===== src/design/fspa_pkg.sv =====
// Shared types, register codes and status codes of the fixed slot pool allocator.
package fspa_pkg;

    // Build defaults
    localparam int unsigned MAX_SLOTS_DEF  = 64;
    localparam int unsigned ADDR_WIDTH_DEF = 32;

    // Fixed field widths
    localparam int unsigned FIELD_ADDR_W = 32;
    localparam int unsigned SIZE_W       = 16;
    localparam int unsigned COUNT_W      = 7;
    localparam int unsigned PADDR_W      = 4;
    localparam int unsigned PDATA_W      = 32;

    // Register indexes (byte address = 4 * index)
    localparam logic [1:0] REG_BASE  = 2'd0;
    localparam logic [1:0] REG_SIZE  = 2'd1;
    localparam logic [1:0] REG_COUNT = 2'd2;

    // Register reset values
    localparam logic [FIELD_ADDR_W-1:0] BASE_RST  = '0;
    localparam logic [SIZE_W-1:0]       SIZE_RST  = 16'd64;
    localparam logic [COUNT_W-1:0]      COUNT_RST = 7'd64;

    // Request kinds
    localparam logic OP_ALLOC = 1'b0;
    localparam logic OP_FREE  = 1'b1;

    // Result status codes
    typedef logic [1:0] t_status;
    localparam t_status ST_OK      = 2'd0;
    localparam t_status ST_FULL    = 2'd1;
    localparam t_status ST_INVALID = 2'd2;
    localparam t_status ST_DOUBLE  = 2'd3;

    typedef struct packed {
        logic                    operation;
        logic [FIELD_ADDR_W-1:0] free_address;
    } t_req;

    typedef struct packed {
        t_status                 status;
        logic [FIELD_ADDR_W-1:0] slot_address;
    } t_rsp;

    typedef struct packed {
        logic [FIELD_ADDR_W-1:0] region_base;
        logic [SIZE_W-1:0]       size_bytes;
        logic [COUNT_W-1:0]      num_slots;
    } t_cfg;

endpackage


===== src/design/fixed_slot_pool_allocator.sv =====
// Fixed slot pool allocator: used-bit map in a row memory, read-modify-write per request.
// One request at a time, no stalls. Allocate: read and check one row (32 slots) after
// another; on a hit set its bit, then multiply index by size and add the base, else full.
// Free: limit, bound check, divider, row read and update; busy falls in the strobe cycle.
// Synchronous active-low reset clears control and registers, then a clearing pass
// zeroes the map one row a cycle (2^ROW_AW rows, 2 at 64 slots) with busy high.
module fixed_slot_pool_allocator #(
    parameter int unsigned MAX_SLOTS  = fspa_pkg::MAX_SLOTS_DEF,
    parameter int unsigned ADDR_WIDTH = fspa_pkg::ADDR_WIDTH_DEF
) (
    input  logic                         i_clk,
    input  logic                         i_rst_n,
    input  logic                         start,
    output logic                         busy,
    input  fspa_pkg::t_req               i_req,
    output logic                         o_done,
    output fspa_pkg::t_rsp               o_rsp,
    input  logic                         psel,
    input  logic                         penable,
    input  logic                         pwrite,
    input  logic [fspa_pkg::PADDR_W-1:0] paddr,
    input  logic [fspa_pkg::PDATA_W-1:0] pwdata,
    output logic [fspa_pkg::PDATA_W-1:0] prdata,
    output logic                         pready
);
    import fspa_pkg::*;

    // Slot index = {row, column}
    localparam int unsigned IDX_W  = (MAX_SLOTS <= 4) ? 2 : $clog2(MAX_SLOTS);
    localparam int unsigned COL_W  = ((IDX_W - 1) < 5) ? (IDX_W - 1) : 5;
    localparam int unsigned ROW_AW = IDX_W - COL_W;
    localparam int unsigned ROW_W  = 1 << COL_W;
    localparam int unsigned ROWS   = 1 << ROW_AW;
    localparam int unsigned LIVE_W = IDX_W + 1;
    localparam int unsigned PROD_W = LIVE_W + SIZE_W;
    localparam int unsigned REM_W  = IDX_W + SIZE_W;
    localparam int unsigned CMP_W  = (ADDR_WIDTH > PROD_W) ? ADDR_WIDTH : PROD_W;

    localparam logic [3:0] S_CLEAR = 4'd0;
    localparam logic [3:0] S_IDLE  = 4'd1;
    localparam logic [3:0] S_A_RD  = 4'd2;
    localparam logic [3:0] S_A_CHK = 4'd3;
    localparam logic [3:0] S_A_MUL = 4'd4;
    localparam logic [3:0] S_A_ADD = 4'd5;
    localparam logic [3:0] S_F_LIM = 4'd6;
    localparam logic [3:0] S_F_CHK = 4'd7;
    localparam logic [3:0] S_F_DIV = 4'd8;
    localparam logic [3:0] S_F_RD  = 4'd9;
    localparam logic [3:0] S_F_UPD = 4'd10;

    t_cfg                  cfg;
    logic [3:0]            r_state, n_state;
    logic [ROW_AW-1:0]     r_row, n_row;
    logic [IDX_W-1:0]      r_idx, n_idx;
    logic [ADDR_WIDTH-1:0] r_offset, n_offset;
    logic [PROD_W-1:0]     r_prod, n_prod;
    logic                  r_done, n_done;
    t_rsp                  r_rsp, n_rsp;

    logic [LIVE_W-1:0]     live;
    logic [LIVE_W-1:0]     mul_a;
    logic [ADDR_WIDTH-1:0] alloc_sum;
    logic                  hit;
    logic [COL_W-1:0]      hit_col;
    logic                  row_past_end;

    logic                  map_rd_en;
    logic [ROW_AW-1:0]     map_rd_addr;
    logic [ROW_W-1:0]      map_rd_data;
    logic                  map_wr_en;
    logic [ROW_AW-1:0]     map_wr_addr;
    logic [ROW_W-1:0]      map_wr_data;

    logic                  div_start;
    logic                  div_done;
    logic [IDX_W-1:0]      div_quot;
    logic                  div_rem_zero;

    fspa_cfg u_cfg (
        .i_clk   (i_clk),
        .i_rst_n (i_rst_n),
        .psel    (psel),
        .penable (penable),
        .pwrite  (pwrite),
        .paddr   (paddr),
        .pwdata  (pwdata),
        .prdata  (prdata),
        .pready  (pready),
        .o_cfg   (cfg)
    );

    fspa_map #(
        .ROW_AW (ROW_AW),
        .ROW_W  (ROW_W)
    ) u_map (
        .i_clk     (i_clk),
        .i_rd_en   (map_rd_en),
        .i_rd_addr (map_rd_addr),
        .o_rd_data (map_rd_data),
        .i_wr_en   (map_wr_en),
        .i_wr_addr (map_wr_addr),
        .i_wr_data (map_wr_data)
    );

    fspa_div #(
        .IDX_W (IDX_W)
    ) u_div (
        .i_clk      (i_clk),
        .i_rst_n    (i_rst_n),
        .i_start    (div_start),
        .i_dividend (REM_W'(r_offset)),
        .i_divisor  (cfg.size_bytes),
        .o_done     (div_done),
        .o_quot     (div_quot),
        .o_rem_zero (div_rem_zero)
    );

    assign busy   = (r_state != S_IDLE);
    assign o_done = r_done;
    assign o_rsp  = r_rsp;

    // Clamp the slot count to the built capacity
    always_comb begin
        if (32'(cfg.num_slots) > 32'(MAX_SLOTS)) begin
            live = LIVE_W'(MAX_SLOTS);
        end else begin
            live = LIVE_W'(cfg.num_slots);
        end
    end

    // Shared multiplier: slot index for allocate, pool limit for free
    assign mul_a     = (r_state == S_F_LIM) ? live : LIVE_W'(r_idx);
    assign n_prod    = PROD_W'(mul_a) * PROD_W'(cfg.size_bytes);
    assign alloc_sum = ADDR_WIDTH'(cfg.region_base) + ADDR_WIDTH'(r_prod);

    // Find the lowest free live slot in the row just read
    assign row_past_end = (LIVE_W'({r_row, {COL_W{1'b0}}}) >= live);
    always_comb begin
        hit     = 1'b0;
        hit_col = '0;
        for (int c = ROW_W - 1; c >= 0; c--) begin
            if (!map_rd_data[c] && (LIVE_W'({r_row, COL_W'(c)}) < live)) begin
                hit     = 1'b1;
                hit_col = COL_W'(c);
            end
        end
    end

    // Request sequencer
    always_comb begin
        n_state     = r_state;
        n_row       = r_row;
        n_idx       = r_idx;
        n_offset    = r_offset;
        n_done      = 1'b0;
        n_rsp       = r_rsp;
        div_start   = 1'b0;
        map_rd_en   = 1'b0;
        map_rd_addr = r_row;
        map_wr_en   = 1'b0;
        map_wr_addr = r_row;
        map_wr_data = '0;
        case (r_state)
            S_CLEAR: begin
                map_wr_en = 1'b1;
                n_row     = r_row + ROW_AW'(1);
                if (r_row == ROW_AW'(ROWS - 1)) begin
                    n_state = S_IDLE;
                end
            end
            S_IDLE: begin
                if (start) begin
                    n_row    = '0;
                    n_offset = ADDR_WIDTH'(i_req.free_address)
                             - ADDR_WIDTH'(cfg.region_base);
                    n_state  = (i_req.operation == OP_ALLOC) ? S_A_RD : S_F_LIM;
                end
            end
            S_A_RD: begin
                if (row_past_end) begin
                    n_done             = 1'b1;
                    n_rsp.status       = ST_FULL;
                    n_rsp.slot_address = '0;
                    n_state            = S_IDLE;
                end else begin
                    map_rd_en = 1'b1;
                    n_state   = S_A_CHK;
                end
            end
            S_A_CHK: begin
                if (hit) begin
                    map_wr_en   = 1'b1;
                    map_wr_data = map_rd_data | (ROW_W'(1) << hit_col);
                    n_idx       = {r_row, hit_col};
                    n_state     = S_A_MUL;
                end else if (r_row == ROW_AW'(ROWS - 1)) begin
                    n_done             = 1'b1;
                    n_rsp.status       = ST_FULL;
                    n_rsp.slot_address = '0;
                    n_state            = S_IDLE;
                end else begin
                    n_row   = r_row + ROW_AW'(1);
                    n_state = S_A_RD;
                end
            end
            S_A_MUL: begin
                n_state = S_A_ADD;
            end
            S_A_ADD: begin
                n_done             = 1'b1;
                n_rsp.status       = ST_OK;
                n_rsp.slot_address = FIELD_ADDR_W'(alloc_sum);
                n_state            = S_IDLE;
            end
            S_F_LIM: begin
                n_state = S_F_CHK;
            end
            S_F_CHK: begin
                // Offset must lie below count * size; a zero slot size fails here too
                if (CMP_W'(r_offset) < CMP_W'(r_prod)) begin
                    div_start = 1'b1;
                    n_state   = S_F_DIV;
                end else begin
                    n_done             = 1'b1;
                    n_rsp.status       = ST_INVALID;
                    n_rsp.slot_address = '0;
                    n_state            = S_IDLE;
                end
            end
            S_F_DIV: begin
                if (div_done) begin
                    if (div_rem_zero) begin
                        n_idx   = div_quot;
                        n_state = S_F_RD;
                    end else begin
                        n_done             = 1'b1;
                        n_rsp.status       = ST_INVALID;
                        n_rsp.slot_address = '0;
                        n_state            = S_IDLE;
                    end
                end
            end
            S_F_RD: begin
                map_rd_en   = 1'b1;
                map_rd_addr = r_idx[IDX_W-1 -: ROW_AW];
                n_state     = S_F_UPD;
            end
            S_F_UPD: begin
                n_done             = 1'b1;
                n_rsp.slot_address = '0;
                n_state            = S_IDLE;
                if (map_rd_data[r_idx[COL_W-1:0]]) begin
                    map_wr_en    = 1'b1;
                    map_wr_addr  = r_idx[IDX_W-1 -: ROW_AW];
                    map_wr_data  = map_rd_data & ~(ROW_W'(1) << r_idx[COL_W-1:0]);
                    n_rsp.status = ST_OK;
                end else begin
                    n_rsp.status = ST_DOUBLE;
                end
            end
            default: begin
                n_state = S_IDLE;
            end
        endcase
    end

    // Control registers
    always_ff @(posedge i_clk) begin
        if (!i_rst_n) begin
            r_state <= S_CLEAR;
            r_row   <= '0;
            r_done  <= 1'b0;
        end else begin
            r_state <= n_state;
            r_row   <= n_row;
            r_done  <= n_done;
        end
    end

    // Payload registers
    always_ff @(posedge i_clk) begin
        r_idx    <= n_idx;
        r_offset <= n_offset;
        r_prod   <= n_prod;
        r_rsp    <= n_rsp;
    end

    // A result only follows work in progress
    a_done_after_work: assert property (@(posedge i_clk) disable iff (!i_rst_n)
        o_done |-> $past(r_state != S_IDLE))
        else $error("result strobe without a request in progress");

    // Failed requests carry a zero address
    a_fail_zero_addr: assert property (@(posedge i_clk) disable iff (!i_rst_n)
        (o_done && (o_rsp.status != ST_OK)) |-> (o_rsp.slot_address == '0))
        else $error("failed request returned a nonzero address");

    // The map is never written while idle
    a_no_idle_write: assert property (@(posedge i_clk) disable iff (!i_rst_n)
        (r_state == S_IDLE) |-> !map_wr_en)
        else $error("map write while idle");

    // An accepted request makes the block busy
    a_accept_busy: assert property (@(posedge i_clk) disable iff (!i_rst_n)
        (start && !busy) |=> busy)
        else $error("accepted request did not raise busy");

endmodule


===== src/design/fspa_cfg.sv =====
// APB-style configuration registers of the pool allocator.
module fspa_cfg (
    input  logic                         i_clk,
    input  logic                         i_rst_n,
    input  logic                         psel,
    input  logic                         penable,
    input  logic                         pwrite,
    input  logic [fspa_pkg::PADDR_W-1:0] paddr,
    input  logic [fspa_pkg::PDATA_W-1:0] pwdata,
    output logic [fspa_pkg::PDATA_W-1:0] prdata,
    output logic                         pready,
    output fspa_pkg::t_cfg               o_cfg
);
    import fspa_pkg::*;

    t_cfg       r_cfg;
    logic       wr_en;
    logic [1:0] reg_sel;

    assign wr_en   = psel && penable && pwrite;
    assign reg_sel = paddr[3:2];
    assign pready  = 1'b1;
    assign o_cfg   = r_cfg;

    // Write on the access phase; unknown indexes are dropped
    always_ff @(posedge i_clk) begin
        if (!i_rst_n) begin
            r_cfg.region_base <= BASE_RST;
            r_cfg.size_bytes  <= SIZE_RST;
            r_cfg.num_slots   <= COUNT_RST;
        end else if (wr_en) begin
            case (reg_sel)
                REG_BASE:  r_cfg.region_base <= pwdata;
                REG_SIZE:  r_cfg.size_bytes  <= pwdata[SIZE_W-1:0];
                REG_COUNT: r_cfg.num_slots   <= pwdata[COUNT_W-1:0];
                default: ;
            endcase
        end
    end

    // Read back the selected register
    always_comb begin
        case (reg_sel)
            REG_BASE:  prdata = r_cfg.region_base;
            REG_SIZE:  prdata = PDATA_W'(r_cfg.size_bytes);
            REG_COUNT: prdata = PDATA_W'(r_cfg.num_slots);
            default:   prdata = '0;
        endcase
    end

endmodule


===== src/design/fspa_map.sv =====
// Used-bit map memory: one write port, one registered read port.
module fspa_map #(
    parameter int unsigned ROW_AW = 1,
    parameter int unsigned ROW_W  = 32
) (
    input  logic              i_clk,
    input  logic              i_rd_en,
    input  logic [ROW_AW-1:0] i_rd_addr,
    output logic [ROW_W-1:0]  o_rd_data,
    input  logic              i_wr_en,
    input  logic [ROW_AW-1:0] i_wr_addr,
    input  logic [ROW_W-1:0]  i_wr_data
);
    localparam int unsigned ROWS = 1 << ROW_AW;

    logic [ROW_W-1:0] mem [ROWS];
    logic [ROW_W-1:0] r_rd_data;

    assign o_rd_data = r_rd_data;

    // Write one row
    always_ff @(posedge i_clk) begin
        if (i_wr_en) begin
            mem[i_wr_addr] <= i_wr_data;
        end
    end

    // Read one row, forward a same-cycle write to the same row
    always_ff @(posedge i_clk) begin
        if (i_rd_en) begin
            if (i_wr_en && (i_wr_addr == i_rd_addr)) begin
                r_rd_data <= i_wr_data;
            end else begin
                r_rd_data <= mem[i_rd_addr];
            end
        end
    end

endmodule


===== src/design/fspa_div.sv =====
// Restoring divider: one quotient bit per cycle, MSB first.
module fspa_div #(
    parameter int unsigned IDX_W = 6
) (
    input  logic                                i_clk,
    input  logic                                i_rst_n,
    input  logic                                i_start,
    input  logic [IDX_W+fspa_pkg::SIZE_W-1:0]   i_dividend,
    input  logic [fspa_pkg::SIZE_W-1:0]         i_divisor,
    output logic                                o_done,
    output logic [IDX_W-1:0]                    o_quot,
    output logic                                o_rem_zero
);
    import fspa_pkg::*;

    localparam int unsigned REM_W = IDX_W + SIZE_W;
    localparam int unsigned K_W   = $clog2(IDX_W + 1);

    logic             r_act;
    logic             r_done;
    logic [K_W-1:0]   r_cnt;
    logic [REM_W-1:0] r_rem;
    logic [REM_W-1:0] r_dsr;
    logic [IDX_W-1:0] r_quot;
    logic             fits;

    assign fits       = (r_rem >= r_dsr);
    assign o_done     = r_done;
    assign o_quot     = r_quot;
    assign o_rem_zero = (r_rem == '0);

    // Sequence the steps
    always_ff @(posedge i_clk) begin
        if (!i_rst_n) begin
            r_act  <= 1'b0;
            r_done <= 1'b0;
            r_cnt  <= '0;
        end else begin
            r_done <= 1'b0;
            if (i_start) begin
                r_act <= 1'b1;
                r_cnt <= K_W'(IDX_W);
            end else if (r_act) begin
                r_cnt <= r_cnt - K_W'(1);
                if (r_cnt == K_W'(1)) begin
                    r_act  <= 1'b0;
                    r_done <= 1'b1;
                end
            end
        end
    end

    // Compare, subtract and shift
    always_ff @(posedge i_clk) begin
        if (i_start) begin
            r_rem  <= i_dividend;
            r_dsr  <= REM_W'(i_divisor) << (IDX_W - 1);
            r_quot <= '0;
        end else if (r_act) begin
            if (fits) begin
                r_rem <= r_rem - r_dsr;
            end
            r_dsr  <= r_dsr >> 1;
            r_quot <= {r_quot[IDX_W-2:0], fits};
        end
    end

endmodule


===== config.mk =====
export PLATFORM = sky130hd
export DESIGN_NAME = fixed_slot_pool_allocator
export DESIGN_NICKNAME = d
export VERILOG_FILES = /design/src/design/fspa_pkg.sv /design/src/design/fixed_slot_pool_allocator.sv /design/src/design/fspa_cfg.sv /design/src/design/fspa_map.sv /design/src/design/fspa_div.sv
export SDC_FILE = /design/constraint.sdc
export NUM_CORES = 1
export LEC_CHECK = 0
export CORE_MARGIN = 2
export CORE_UTILIZATION = 52
export CTS_CLUSTER_SIZE = 28
export DETAILED_ROUTE_END_ITERATION = 7
export DONT_BUFFER_PORTS = 1
export MAX_ROUTING_LAYER = met4
export PLACE_DENSITY = 0.7
export SYNTH_ARGS = -nofsm -noshare
export SYNTH_HDL_FRONTEND = slang
export SYNTH_HIERARCHICAL = 1
export SYNTH_SLANG_ARGS = --single-unit

===== constraint.sdc =====
create_clock -name i_clk -period 5.84 [get_ports i_clk]
set_clock_uncertainty 0.05 [all_clocks]
set_input_delay 0.292 -clock i_clk [delete_from_list [all_inputs] [get_ports i_clk]]
set_output_delay 0.292 -clock i_clk [all_outputs]
set_load 0.01 [all_outputs]

==> results of run 1 <==
-- repair_timing --
action                                  4_1_cts  5_1_grt
resized for setup                             1        6
pin swaps                                     0        2
endpoints found under the setup margin        1        6
endpoints found under the hold margin        66        1
hold buffers                                 41        1
-- state kept, by name, indices dropped and copies added (netlist names) --
register,count
o_done,1
o_rsp,34
r_idx,6
r_offset,32
r_prod,23
r_row,1
r_state,4
u_cfg/o_cfg,55
u_div/o_done,1
u_div/o_quot,6
u_div/r_act,1
u_div/r_cnt,3
u_div/r_dsr,21
u_div/r_rem,22
u_map/mem,64
u_map/o_rd_data,32
-- area by class of cell --
class                   instances  area, um^2  share of cell area
clock buffers                  49        1030              0.0424
diodes                          4        10.0            0.000411
multi-input cells            1745       12700               0.522
inverters                     188         706              0.0290
clock inverters                18         188             0.00770
repair buffers                 98         858              0.0352
flip-flops and latches        306        8190               0.336
well taps                     539         674              0.0277
-- cell usage after synthesis, types with 33 or more instances --
| library cell | instances |
|---|---|
| fa_1 | 72 |
| inv_1 | 188 |
| dfxtp_1 | 100 |
| xnor2_1 | 53 |
| nor2b_1 | 53 |
| nand2_1 | 277 |
| o21ai_0 | 177 |
| ha_1 | 142 |
| mux2i_1 | 114 |
| a21o_1 | 37 |
| edfxtp_1 | 206 |
| o21ai_1 | 39 |
| and2_1 | 50 |
| nor3_1 | 33 |
| nor2_1 | 147 |
| clkbuf_1 | 49 |
| a21oi_1 | 138 |
| nand3_1 | 39 |
-- report_power, final --
part / switching, mW / total (mW) / internal, mW
logic: 0.359 / 0.588 / 0.229
clock network: 0.937 / 2.32 / 1.39
registers: 0.0449 / 2.47 / 2.42
total: 1.34 / 5.38 / 4.04
-- per-layer routing --
metal,up-vias,share of wire,global-route usage
li1,8447,-,-
met1,8862,0.45,0.435
met2,883,0.42,0.421
met3,104,0.10,0.0676
met4,0,0.026,0.0856
met5,-,0,-
-- worst max path at each step --
stage,end,from,slack (ns)
floorplan,r_prod[16]$_DFF_P_,r_state[1]$_SDFFE_PN0P_,0.04
detailed placement,r_prod[22]$_DFF_P_,r_state[3]$_SDFFE_PN0P_,0.02
global route,r_prod[16]$_DFF_P_,r_state[3]$_SDFFE_PN0P_,-0.01
global placement,r_prod[22]$_DFF_P_,r_state[3]$_SDFFE_PN0P_,0.09
CTS,r_prod[22]$_DFF_P_,r_state[3]$_SDFFE_PN0P_,0.03
finish,r_prod[16]$_DFF_P_,r_state[3]$_SDFFE_PN0P_,0.21
-- metrics by stage --
step	hold WS [ns]	total power [mW]
after global placement	0.386	3.03
after global routing	0.0695	5.57
final	0.0377	5.38
after detailed placement	0.393	3.06
after floorplan	0.360	2.94
after CTS	0.000477	5.42
-- kinds of logic after synthesis --
family | after synthesis
compound gates | 604
xor+xnor | 74
fa+ha+maj | 214
buf+inv | 288
flops | 306
mux | 127
other cells | 1
simple gates | 725
==> results.yml, run 1 <==
floorplanning:
  die_h_um: 210
  fp.dieArea_um2: 44200
  io_pins: 144
  initial_core_util: 0.527
  rows: 75
  die_width_um: 210
  coreArea_um2: 41900
final_layout:
  area_growth_pct: 10.2
  layout_commonest_cell: "nand2_1"
  nNetsFinal: 2665
  final_cell_mix: "nand2_1, edfxtp_1, inv_1, o21ai_0, nor2_1"
  instances_no_fill: 2947
  fin_area_um2: 24400
  drive_gt1_frac: 0.0745
  n_fill_cell: 3584
  final_util: 0.581
yosys:
  ys_seq_elements: 306
  ys.flop_type: "edfxtp_1"
  yosys_warnings: 6
  synth_edf_count: 206
  synth_top_family_by_area: "compound AO/OA/AOI/OAI gates"
  syn_avg_cell_area_um2: 9.46
  synth_area_um2: 22100
  netlist.top_cell.by_area: "edfxtp_1"
  synth-adder-area-share: 0.145
  async_flop_share: 0
  postSynthNetCount: 2628
  synth-seq-area-share: 0.370
  synthCells: 2339
  netlist_top_cells_area: "edfxtp_1, dfxtp_1, ha_1, fa_1, mux2i_1"
  synth_simple_gate_area_frac: 0.160
  synth_compound_area_frac: 0.172
  yosysTopAreaCellShare: 0.280
  synth_xor_area_frac: 0.0293
  synth.area.mux_share: 0.0633
  ys_types: 103
place:
  routabilityCongestion: 0.973
  dpl_worst_slack_ns: 0.0245
  post-place-cells: 2834
  placed_cell_area_um2: 22700
  place_hpwl_um: 48900
  io_buffers: 0
status:
  outcome: "complete, no violations"
critical_path:
  worst_path_max_delay_cell: "fa_1"
  crit_path_max_fanout: 13
  rr_worst_depth: 22
  path_cells: "nor2_1 -> nand3_2 -> buf_4 -> o31ai_2 -> buf_4 -> nand2_1 -> fa_1 -> inv_1 -> fa_1 -> fa_1 -> fa_1 -> ha_1 -> a21o_1 -> a21oi_2 -> inv_1 -> a2111oi_1 -> buf_4 -> nor2_1 -> and2_1 -> o21a_1 -> o41ai_2 -> xnor2_1"
  path_delay_family: "adder cells"
  crit_path_end_kind: "flop"
  r2r-start: "r_state[3]$_SDFFE_PN0P_"
  cp_common_cell: "fa_1"
  critPathLaunchType: "flop"
  cp.required_ns: 6.27
  timing.reg2reg.setup_slack_ns: 0.21
  timing.rr.end: "r_prod[16]$_DFF_P_"
  critPathArrivalTime_ns: 6.06
  path_depth: 22
  critPathMaxStageDelay_ns: 0.52
  crit_buf_inv: 5
  worstSetupPathType: "flop to flop"
hold_path:
  hp-start: "i_rst_n"
  hold_class: "input pin to flop"
  hold_end: "r_state[3]$_SDFFE_PN0P_"
  holdPathStages: 2
power_and_ir_drop:
  max-vdd-ir-drop_uv: 224
  p_leak_nw: 9.62
  power_density_nw_per_um2: 221
sta:
  drv_slew: 0
  relSlewSlack: 0.314
  rsz0062_at_grt: "yes"
  max_freq_mhz: 177
  period_share: 0.965
  period_minus_slack_ns: 5.63
  final-setup-viol-count: 0
  hold_viol: 0
  setup_slack_ns: 0.206
  worstMarginPinSlew_ns: 1.03
  tns_ns: 0
routing:
  wirelength_um: 65200
  vias_per_cell: 6.21
  final_antenna_net_count: 0
  drc: 0
  drt_iter0_drc: 1898
  vias: 18300
  drt-pass1-iter-count: 6
  wire_per_inst_um: 22.1
flow_run:
  cap_violations: 0
clock_network:
  cts_root_buf: "clkbuf_16"
  cts-buffers-inserted: 37
  clkTransAtPathRegs_ns: 0.06
  insertion_delay_ns: 0.56
  htreeDepth: 2
  cts_setup_buffers: 0
  cts_tree: "yes"
  cts.sink_count: 306
  clockBufferDepth: 3
grt:
  grt_pass1_wl_um: 99800
  grt_max_degree: 84
  grt_pass1_vias: 17400
  grt-ovfl-total: 0
  grt_use_total: 0.301
  antenna_found_initial: 4
(Power assumes the default switching activity.)
==> inputs of run 2 (changes only) <==
Settings changed: SYNTH_HIERARCHICAL 1 to default.
==> run 2 against run 1 <==
Compared with the run above: wire length down 9.2%; register-to-register slack better by 0.08 ns; highest routed layer unchanged; critical path type unchanged; global-route usage down 0.71 points; sequential cell count unchanged; sequential share of layout area up 1.6 points; non-clock buffer count down 8; first-iteration DRC count down 16%.
==> results.yml, run 2 <==
status:
  outcome: "complete, no violations"
place:
  placed_cell_area_um2: 21600
  io_buffers: 0
  dpl_worst_slack_ns: 0.0294
  routabilityCongestion: 0.981
  post-place-cells: 2695
  place_hpwl_um: 45000
critical_path:
  path_delay_family: "adder cells"
  critPathMaxStageDelay_ns: 0.51
  critPathArrivalTime_ns: 5.98
  worstSetupPathType: "flop to flop"
  critPathLaunch: "r_state[2]$_SDFFE_PN0P_"
  r2r-start: "r_state[2]$_SDFFE_PN0P_"
  worst_path_max_delay_cell: "fa_1"
  crit_path_end_kind: "flop"
  cp.required_ns: 6.27
  critPathLaunchType: "flop"
  path_cells: "nor2b_2 -> nand3_2 -> buf_12 -> o31ai_2 -> buf_4 -> buf_4 -> nand2_1 -> fa_1 -> inv_1 -> fa_1 -> fa_1 -> fa_1 -> ha_1 -> or4_1 -> o22ai_2 -> o21ai_1 -> o221ai_2 -> a21oi_1 -> a211o_1 -> a21oi_1 -> xnor2_1"
  crit_buf_inv: 4
  cp_common_cell: "fa_1"
  crit_path_max_fanout: 13
sta:
  setup_slack_ns: 0.288
  tns_ns: 0
  hold_viol: 0
  timing.hold.ws_ns: 0.0350
  period_minus_slack_ns: 5.55
  final-setup-viol-count: 0
  max_freq_mhz: 180
  rsz0062_at_grt: "no"
  drv_slew: 0
  period_share: 0.951
  relSlewSlack: 0.163
  worstMarginPinSlew_ns: 1.26
floorplanning:
  coreArea_um2: 39600
  die_width_um: 204
  rows: 73
  io_pins: 144
  die_h_um: 204
  initial_core_util: 0.526
  fp.dieArea_um2: 41700
hold_path:
  hold_class: "input pin to flop"
  hp-start: "paddr[3]"
grt:
  grt_use_total: 0.294
  antenna_found_initial: 3
  grt_pass1_vias: 16500
  grt_max_degree: 63
  grt-ovfl-total: 0
  grt_pass1_wl_um: 92100
clock_network:
  cts-buffers-inserted: 37
  insertion_delay_ns: 0.58
  clkTransAtPathRegs_ns: 0.06
  clockBufferDepth: 3
  cts_root_buf: "clkbuf_16"
  cts_tree: "yes"
  htreeDepth: 2
  cts.sink_count: 306
final_layout:
  multi_input_area_um2: 11700
  top_register: "u_map.mem"
  layout_commonest_cell: "nand2_1"
  drive_gt1_frac: 0.0884
  nNetsFinal: 2534
  n_fill_cell: 3401
  final_util: 0.587
  area_growth_pct: 11.6
  final_cell_mix: "nand2_1, edfxtp_1, inv_1, a21oi_1, o21ai_0"
  largest_reg_flops: 64
  fin_area_um2: 23300
  ff_latch_area_um2: 8190
  instances_no_fill: 2802
routing:
  vias_per_cell: 6.02
  drt-pass1-iter-count: 5
  wire_per_inst_um: 21.1
  final_antenna_net_count: 0
  drt_iter0_drc: 1591
  drc: 0
  wirelength_um: 59200
  vias: 16900
power_and_ir_drop:
  power_density_nw_per_um2: 228
  max-vdd-ir-drop_uv: 254
  finalPower_mw: 5.31
  p_leak_nw: 9.23
yosys:
  ys_seq_elements: 306
  yosys_warnings: 0
  post-synth-top-count-cell: "nand2_1"
  async_flop_share: 0
  netlist_top_cells_area: "edfxtp_1, dfxtp_1, ha_1, fa_1, nand2_1"
  synth_commonest_cells: "nand2_1, edfxtp_1, inv_1, a21oi_1, o21ai_0"
  synth-seq-area-share: 0.393
  postSynthNetCount: 2505
  netlist.top_cell.by_area: "edfxtp_1"
  synth_area_um2: 20800
  synthCells: 2216
  ys.flop_type: "edfxtp_1"
  syn_avg_cell_area_um2: 9.41
  synth_edf_count: 206
  ys_types: 81
  yosysTopAreaCellShare: 0.297
flow_run:
  cap_violations: 0
run 2: path summary, 6_finish.rpt:
path	end	slack, ns	cells past startpoint
max	r_prod[22]$_DFF_P_	0.29	21
max reg2reg	r_prod[22]$_DFF_P_	0.29	21
min	u_cfg.o_cfg[15]$_SDFFE_PN0P_	0.04	3
min reg2reg	u_cfg.o_cfg[46]$_SDFFE_PN0P_	0.43	2
run 2: report_power, final:
group          switching [mW]  leakage, nW  internal [mW]  total [mW]
clock                   0.948        0.624           1.46        2.40
combinational           0.262         5.80          0.188       0.450
sequential             0.0384         2.81           2.42        2.45
total                    1.25         9.23           4.06        5.31
run 2: tightest hold or removal path: stages:
cell,delay [ns]
nor3b_2,0.14
nand2_1,0.11
a21oi_1,0.05
run 2: cell families after synthesis:
family                     after synthesis  synth area share
buffers and inverters                  286            0.0534
muxes                                   81            0.0471
other                                    1          0.000180
DFF                                    306             0.393
xor gates and xnor gates                92            0.0387
adders and majority gates              214             0.154
AOI/OAI and AO/OA                      545             0.160
and+or+nand+nor                        691             0.154
run 2: area by class of cell:
type | instances | area share
sequential | 306 | 0.352
timing repair buffer | 90 | 0.0342
tap | 525 | 0.0282
clock buffer | 44 | 0.0414
clock inverter | 24 | 0.0127
multi-input combinational | 1624 | 0.501
antenna | 3 | 0.000323
inverter | 186 | 0.0300
run 2: metal layers:
| metal | share of wire | global-route usage | vias to the layer above |
|---|---|---|---|
| met1 | 0.44 | 0.409 | 8232 |
| met4 | 0.028 | 0.0901 | 0 |
| li1 | - | - | 7847 |
| met5 | 0 | - | - |
| met3 | 0.075 | 0.0430 | 101 |
| met2 | 0.45 | 0.444 | 694 |
run 2: repair_timing:
| action | CTS | global route |
|---|---|---|
| pin swaps | 0 | 2 |
| hold endpoints to repair | 58 | 0 |
| buffers inserted | 0 | 0 |
| hold buffers | 36 | 0 |
| resized for setup | 1 | 12 |
| setup endpoints to repair | 1 | 4 |
